==> config.mk <==
export PLATFORM = sky130hd
export DESIGN_NAME = hex20_div
export DESIGN_NICKNAME = d
export VERILOG_FILES = /design/src/hdl/hex20_element_connectivity_unit_macros.svh /design/src/hdl/hex20_div.sv
export SDC_FILE = /design/constraint.sdc
export NUM_CORES = 1
export LEC_CHECK = 0
export BUFFER_PORTS_ARGS = -buffer_cell sky130_fd_sc_hd__clkbuf_2
export CAP_MARGIN = 20
export CORE_MARGIN = 10
export CORE_UTILIZATION = 70
export CTS_BUF_LIST = sky130_fd_sc_hd__clkbuf_4 sky130_fd_sc_hd__clkbuf_8
export DETAILED_ROUTE_END_ITERATION = 10
export PLACE_DENSITY = 0.95
export SYNTH_ARGS = -nofsm -noshare
export SYNTH_HDL_FRONTEND = slang
export SYNTH_SLANG_ARGS = --single-unit
==> constraint.sdc <==
create_clock -name clk -period 13.6 [get_ports clk]
set_input_delay 0 -clock clk [delete_from_list [all_inputs] [get_ports clk]]
set_output_delay 0 -clock clk [all_outputs]
set_load 0.005 [all_outputs]
==> src/hdl/hex20_element_connectivity_unit_macros.svh <==
// Assertion helpers shared by the connectivity unit.
// Both sample on the rising edge of clk and stay quiet while rst_n is low.
`ifndef HEX20_ELEMENT_CONNECTIVITY_UNIT_MACROS_SVH
`define HEX20_ELEMENT_CONNECTIVITY_UNIT_MACROS_SVH

// Check that a property holds at every edge.
`define H20_ASSERT(label, prop, msg) \
    label: assert property (@(posedge clk) disable iff (!rst_n) (prop)) else $error(msg);

// Check that a condition in one cycle implies another in the next cycle.
`define H20_ASSERT_NEXT(label, ante, cons, msg) \
    label: assert property (@(posedge clk) disable iff (!rst_n) (ante) |=> (cons)) \
        else $error(msg);

`endif

==> src/hdl/hex20_div.sv <==
// ----------------------------------------------------------------------------
// hex20_div
// Pipelined restoring divider, STEPS quotient bits per stage.
// ----------------------------------------------------------------------------
`timescale 1ns / 1ps

module hex20_div #(
    parameter int W     = 24,
    parameter int DW    = 9,
    parameter int STEPS = 4
) (
    input  logic          clk,
    input  logic          rst_n,
    input  logic          adv,
    input  logic          in_valid,
    input  logic [W-1:0]  dividend,
    input  logic [DW-1:0] divisor,
    output logic          out_valid,
    output logic [W-1:0]  quotient,
    output logic [DW-1:0] remainder
);

    localparam int NST = (W + STEPS - 1) / STEPS;

    logic          v_reg   [NST];
    logic [DW-1:0] rem_reg [NST];
    logic [W-1:0]  wk_reg  [NST];
    logic          v_next  [NST];
    logic [DW-1:0] rem_next[NST];
    logic [W-1:0]  wk_next [NST];

    always_comb
    begin
        logic [DW-1:0] r;
        logic [W-1:0]  w;
        logic [DW:0]   tt;
        for (int s = 0; s < NST; s++)
        begin
            if (s == 0)
            begin
                r         = '0;
                w         = dividend;
                v_next[s] = in_valid;
            end
            else
            begin
                r         = rem_reg[s-1];
                w         = wk_reg[s-1];
                v_next[s] = v_reg[s-1];
            end
            for (int t = 0; t < STEPS; t++)
            begin
                if (s * STEPS + t < W)
                begin
                    tt = {r, w[W-1]};
                    if (tt >= {1'b0, divisor})
                    begin
                        tt = tt - {1'b0, divisor};
                        w  = {w[W-2:0], 1'b1};
                    end
                    else
                    begin
                        w  = {w[W-2:0], 1'b0};
                    end
                    r = tt[DW-1:0];
                end
            end
            rem_next[s] = r;
            wk_next[s]  = w;
        end
    end

    always_ff @(posedge clk or negedge rst_n)
    begin
        if (!rst_n)
        begin
            for (int s = 0; s < NST; s++)
            begin
                v_reg[s] <= 1'b0;
            end
        end
        else if (adv)
        begin
            for (int s = 0; s < NST; s++)
            begin
                v_reg[s] <= v_next[s];
            end
        end
    end

    always_ff @(posedge clk)
    begin
        if (adv)
        begin
            for (int s = 0; s < NST; s++)
            begin
                rem_reg[s] <= rem_next[s];
                wk_reg[s]  <= wk_next[s];
            end
        end
    end

    assign out_valid = v_reg[NST-1];
    assign quotient  = wk_reg[NST-1];
    assign remainder = rem_reg[NST-1];

endmodule

==> metrics.txt <==
# TYPE chip_impl_metric gauge
chip_impl_metric{name="synth_simple_gate_area_share",unit="%"} 10.7
chip_impl_info{name="timing.critical_path.max_delay_family",value="compound AO/OA/AOI/OAI gates"} 1
chip_impl_metric{name="synth_compound_gate_area_share",unit="%"} 15.8
chip_impl_metric{name="core-area",unit="um^2"} 23600
chip_impl_metric{name="filler_cell_count",unit=""} 1493
chip_impl_info{name="cp-end-kind",value="flip-flop"} 1
chip_impl_info{name="postSynth.topFlopCell",value="sky130_fd_sc_hd__edfxtp_1"} 1
chip_impl_info{name="timing_worst_setup_path_type",value="flip-flop to flip-flop"} 1
chip_impl_info{name="cts-root-buf",value="sky130_fd_sc_hd__clkbuf_8"} 1
chip_impl_metric{name="post_cts.repair.setup_buffers",unit=""} 0
chip_impl_metric{name="antenna_found_initial",unit=""} 0
chip_impl_metric{name="yosysSeqAreaShare",unit="%"} 36.1
chip_impl_metric{name="grt_max_degree",unit=""} 76
chip_impl_metric{name="routed-via-count",unit=""} 13200
chip_impl_metric{name="layout.nets",unit=""} 2005
chip_impl_metric{name="dieWidth",unit="um"} 175
chip_impl_metric{name="cts.sinks",unit=""} 204
chip_impl_metric{name="place.port_buffers",unit=""} 70
chip_impl_metric{name="min_period_over_period",unit="%"} 70.8
chip_impl_metric{name="tritoncts.num_buffers",unit=""} 36
chip_impl_metric{name="layout-area-overhead-vs-synth",unit="%"} 10.2
chip_impl_metric{name="synthesis.area",unit="um^2"} 16900
chip_impl_metric{name="yosys_register_bits",unit=""} 204
chip_impl_metric{name="worstMarginPinSlew",unit="ps"} 1140
chip_impl_metric{name="design.portCount",unit=""} 71
chip_impl_metric{name="drt-initial-drc-count",unit=""} 1167
chip_impl_metric{name="drt-total-wl",unit="um"} 39700
chip_impl_metric{name="critPathMaxStageDelay",unit="ps"} 980
chip_impl_metric{name="buf_inv_on_cp",unit=""} 3
chip_impl_metric{name="rows",unit=""} 56
chip_impl_metric{name="clkTransAtPathRegs",unit="ps"} 60
chip_impl_metric{name="clock_insertion_delay_worst_skew",unit="ps"} 540
chip_impl_metric{name="synthXorXnorAreaFrac",unit="%"} 6.90
chip_impl_info{name="run_status",value="finished clean"} 1
chip_impl_metric{name="synth_cells",unit=""} 1614
chip_impl_metric{name="drive_above_1_share",unit="%"} 16.0
chip_impl_metric{name="die_height",unit="um"} 175
chip_impl_metric{name="antennaDiodeCount",unit=""} 0
chip_impl_metric{name="cts-htree-levels",unit=""} 2
chip_impl_info{name="cts_tree",value="yes"} 1
chip_impl_metric{name="first_global_vias",unit=""} 13300
chip_impl_metric{name="muxShareOfSynthArea",unit="%"} 9.30
chip_impl_metric{name="synth_nets",unit=""} 1883
chip_impl_metric{name="fin_crit",unit="ps"} 9620
chip_impl_metric{name="drcViolationCount",unit=""} 0
chip_impl_metric{name="finalSetupViolCount",unit=""} 0
chip_impl_metric{name="synth_edf_count",unit=""} 198
chip_impl_metric{name="first_pass_detailed_route_iteration_total",unit=""} 5
chip_impl_metric{name="cts.path.max_buffers",unit=""} 3
chip_impl_metric{name="max_freq",unit="MHz"} 104
chip_impl_metric{name="drt.antenna.violating_nets",unit=""} 0
chip_impl_metric{name="initial_core_util",unit="%"} 71.5
chip_impl_metric{name="ys_warn_count",unit=""} 0
chip_impl_metric{name="cp.required",unit="ps"} 13880
chip_impl_metric{name="die_footprint",unit="um^2"} 30700
chip_impl_metric{name="worst-endpoint-arrival",unit="ps"} 9900
chip_impl_metric{name="finalWeightedCongestion",unit=""} 0.938
chip_impl_info{name="worst_setup_path_start_kind",value="flip-flop"} 1
chip_impl_metric{name="globalRouteTotalUtil",unit="%"} 25.2
chip_impl_metric{name="largest_reg_flops",unit=""} 144
chip_impl_metric{name="dp_hpwl",unit="um"} 28300
chip_impl_metric{name="synth-adder-area-share",unit="%"} 18.2
chip_impl_metric{name="drt-wirelength-per-cell",unit="um"} 19.1
chip_impl_metric{name="fin_setup_tns",unit="ps"} 0
chip_impl_metric{name="maxCapViolCount",unit=""} 0
chip_impl_metric{name="report.final.hold_viol_count",unit=""} 0
chip_impl_info{name="timing.critical_path.slowest_stage_cell",value="sky130_fd_sc_hd__o41ai_2"} 1
chip_impl_info{name="main_combinational_cell_family_by_area_after_synthesis",value="adder cells"} 1
chip_impl_metric{name="synth_area_per_cell",unit="um^2"} 10.5
chip_impl_metric{name="synth_cell_types",unit=""} 84
chip_impl_metric{name="asyncSetResetFlopFracSynth",unit="%"} 2.94
chip_impl_metric{name="post_cts_resize_count",unit=""} 0
chip_impl_metric{name="path_max_fanout",unit=""} 15
chip_impl_info{name="min_path_type",value="input port to flip-flop"} 1
chip_impl_metric{name="final_max_slew_viol_count",unit=""} 0
chip_impl_metric{name="grt_first_pass_wirelength",unit="um"} 64600
chip_impl_metric{name="maxSlewHeadroom",unit="%"} 23.0
chip_impl_info{name="cp_common_cell",value="sky130_fd_sc_hd__a21oi_1"} 1
chip_impl_info{name="rsz0062_at_grt",value="no"} 1
chip_impl_metric{name="final_worst_clock_skew",unit="ps"} 15.6
chip_impl_metric{name="viasPerCell",unit=""} 6.33
chip_impl_metric{name="grt.overflow.total",unit=""} 0
## placed cells by master, fill, tap and decap left out, drive strengths merged, types with 4 or more instances in the layout
cell,count
a2111oi,4
o21bai,15
bufinv,4
or3,7
dfrtp,6
xnor2,77
ha,209
mux2i,16
a31oi,10
nand4,36
clkbuf,110
o41ai,5
nor2,124
a211oi,9
buf,11
nor2b,31
and3,5
nor3,23
nand2b,23
xor2,56
nor4,7
mux2,124
dlygate4sd3,24
inv,105
o21a,25
a211o,5
clkinv,17
or2,7
nand3,12
nand2,71
fa,23
o211a,4
o21ai,95
and2,9
o31ai,13
o31a,4
a21oi,134
a21boi,10
edfxtp,198
a21o,56
## Yosys cell counts, types with 4 or more instances
library cell	instances	area [um^2]
sky130_fd_sc_hd__inv_2	4	15.0
sky130_fd_sc_hd__nor3_1	23	115
sky130_fd_sc_hd__nor2_1	121	454
sky130_fd_sc_hd__edfxtp_1	198	5950
sky130_fd_sc_hd__o21ai_0	91	455
sky130_fd_sc_hd__mux2_1	7	78.8
sky130_fd_sc_hd__or3_1	7	43.8
sky130_fd_sc_hd__o41ai_1	4	35.0
sky130_fd_sc_hd__and2_1	8	50.1
sky130_fd_sc_hd__fa_1	23	460
sky130_fd_sc_hd__a21oi_1	132	661
sky130_fd_sc_hd__a211oi_1	9	67.6
sky130_fd_sc_hd__xnor2_1	77	674
sky130_fd_sc_hd__nand2b_1	23	144
sky130_fd_sc_hd__or2_2	6	37.5
sky130_fd_sc_hd__dfrtp_1	6	150
sky130_fd_sc_hd__xor2_1	56	490
sky130_fd_sc_hd__and3_1	5	31.3
sky130_fd_sc_hd__mux2_2	117	1320
sky130_fd_sc_hd__o21a_1	25	188
sky130_fd_sc_hd__a21o_1	56	420
sky130_fd_sc_hd__inv_1	101	379
sky130_fd_sc_hd__nor4_1	6	37.5
sky130_fd_sc_hd__a31oi_1	10	62.6
sky130_fd_sc_hd__nand2_1	71	267
sky130_fd_sc_hd__o211a_1	4	40.0
sky130_fd_sc_hd__nor2b_1	31	194
sky130_fd_sc_hd__nand4_1	36	225
sky130_fd_sc_hd__o21bai_1	15	113
sky130_fd_sc_hd__o31ai_1	10	75.1
sky130_fd_sc_hd__clkbuf_1	10	37.5
sky130_fd_sc_hd__a211o_1	5	43.8
sky130_fd_sc_hd__ha_1	209	2620
sky130_fd_sc_hd__nand3_1	11	55.1
sky130_fd_sc_hd__buf_2	9	45.0
sky130_fd_sc_hd__a21boi_0	10	75.1
sky130_fd_sc_hd__mux2i_1	15	150
## worst register-to-register path, delay by kind of cell (launching register included)
| kind | cells | cell delay, ps |
|---|---|---|
| adders and majority gates | 5 | 2110 |
| buffers and inverters | 3 | 330 |
| AOI/OAI and AO/OA | 20 | 5080 |
| DFF | 1 | 400 |
| muxes | 1 | 320 |
| and+or+nand+nor | 7 | 1160 |
## routing by layer
metal | part of all wire (%) | GRT usage [%]
met1 | 40 | 29.9
met2 | 50 | 44.8
met3 | 6.4 | 3.92
met4 | 3.5 | 10.2
met5 | 0 | 0
## cell families (layout without fill, tap and decap cells)
kind of cell | after synthesis | count (layout)
DFF | 204 | 204
buffers and inverters | 127 | 273
muxes | 140 | 140
and+or+nand+nor | 367 | 367
AOI/OAI and AO/OA | 411 | 411
xor gates and xnor gates | 133 | 133
adders and majority gates | 232 | 232
## cell type report
cell class                      count  area (um^2)  area share [%]
Tap cell                          319          399            2.15
Clock inverter                     22          203            1.09
Sequential cell                   204         6100            32.8
Timing Repair Buffer              105          682            3.67
Multi-Input combinational cell   1283        10300            55.3
Inverter                          106          398            2.14
Clock buffer                       40          532            2.86
## final timing paths
check / start / end / slack [ps] / cells past startpoint
setup / recovery: wk_reg[3][23]$_DFFE_PP_ / rem_reg[4][1]$_DFFE_PP_ / 3980 / 36
hold / removal: divisor[8] / wk_reg[0][3]$_DFFE_PP_ / 40 / 4
setup reg to reg: wk_reg[3][23]$_DFFE_PP_ / rem_reg[4][1]$_DFFE_PP_ / 3980 / 36
hold reg to reg: wk_reg[2][8]$_DFFE_PP_ / wk_reg[3][12]$_DFFE_PP_ / 410 / 0
max in group asynchronous: rst_n / v_next[3]$_DFFE_PN0P_ / 12930 / 3
min in group asynchronous: rst_n / out_valid$_DFFE_PN0P_ / 450 / 3
## per-stage QoR
stage | hold WS [ps] | util [%] | instance area [um^2] | instances | setup slack [ps]
CTS | 9.22 | 78.8 | 18600 | 2079 | 4120
global placement | -173 | 74.6 | 17600 | 1993 | 4140
detailed placement | -171 | 74.6 | 17600 | 1993 | 3880
global route | 37.8 | 78.8 | 18600 | 2079 | 3040
floorplan | -296 | - | 16900 | 1614 | 4900
finish | 41.0 | 78.8 | 18600 | 2079 | 3980
## repair_timing
action / CTS / global route
setup endpoints to repair: 0 / 0
hold endpoints to repair: 28 / 0
hold buffers: 24 / 0
Power is left out: the tool's default activity adds up to more than one toggle a clock period on the data nets, which glitch-free logic cannot reach.
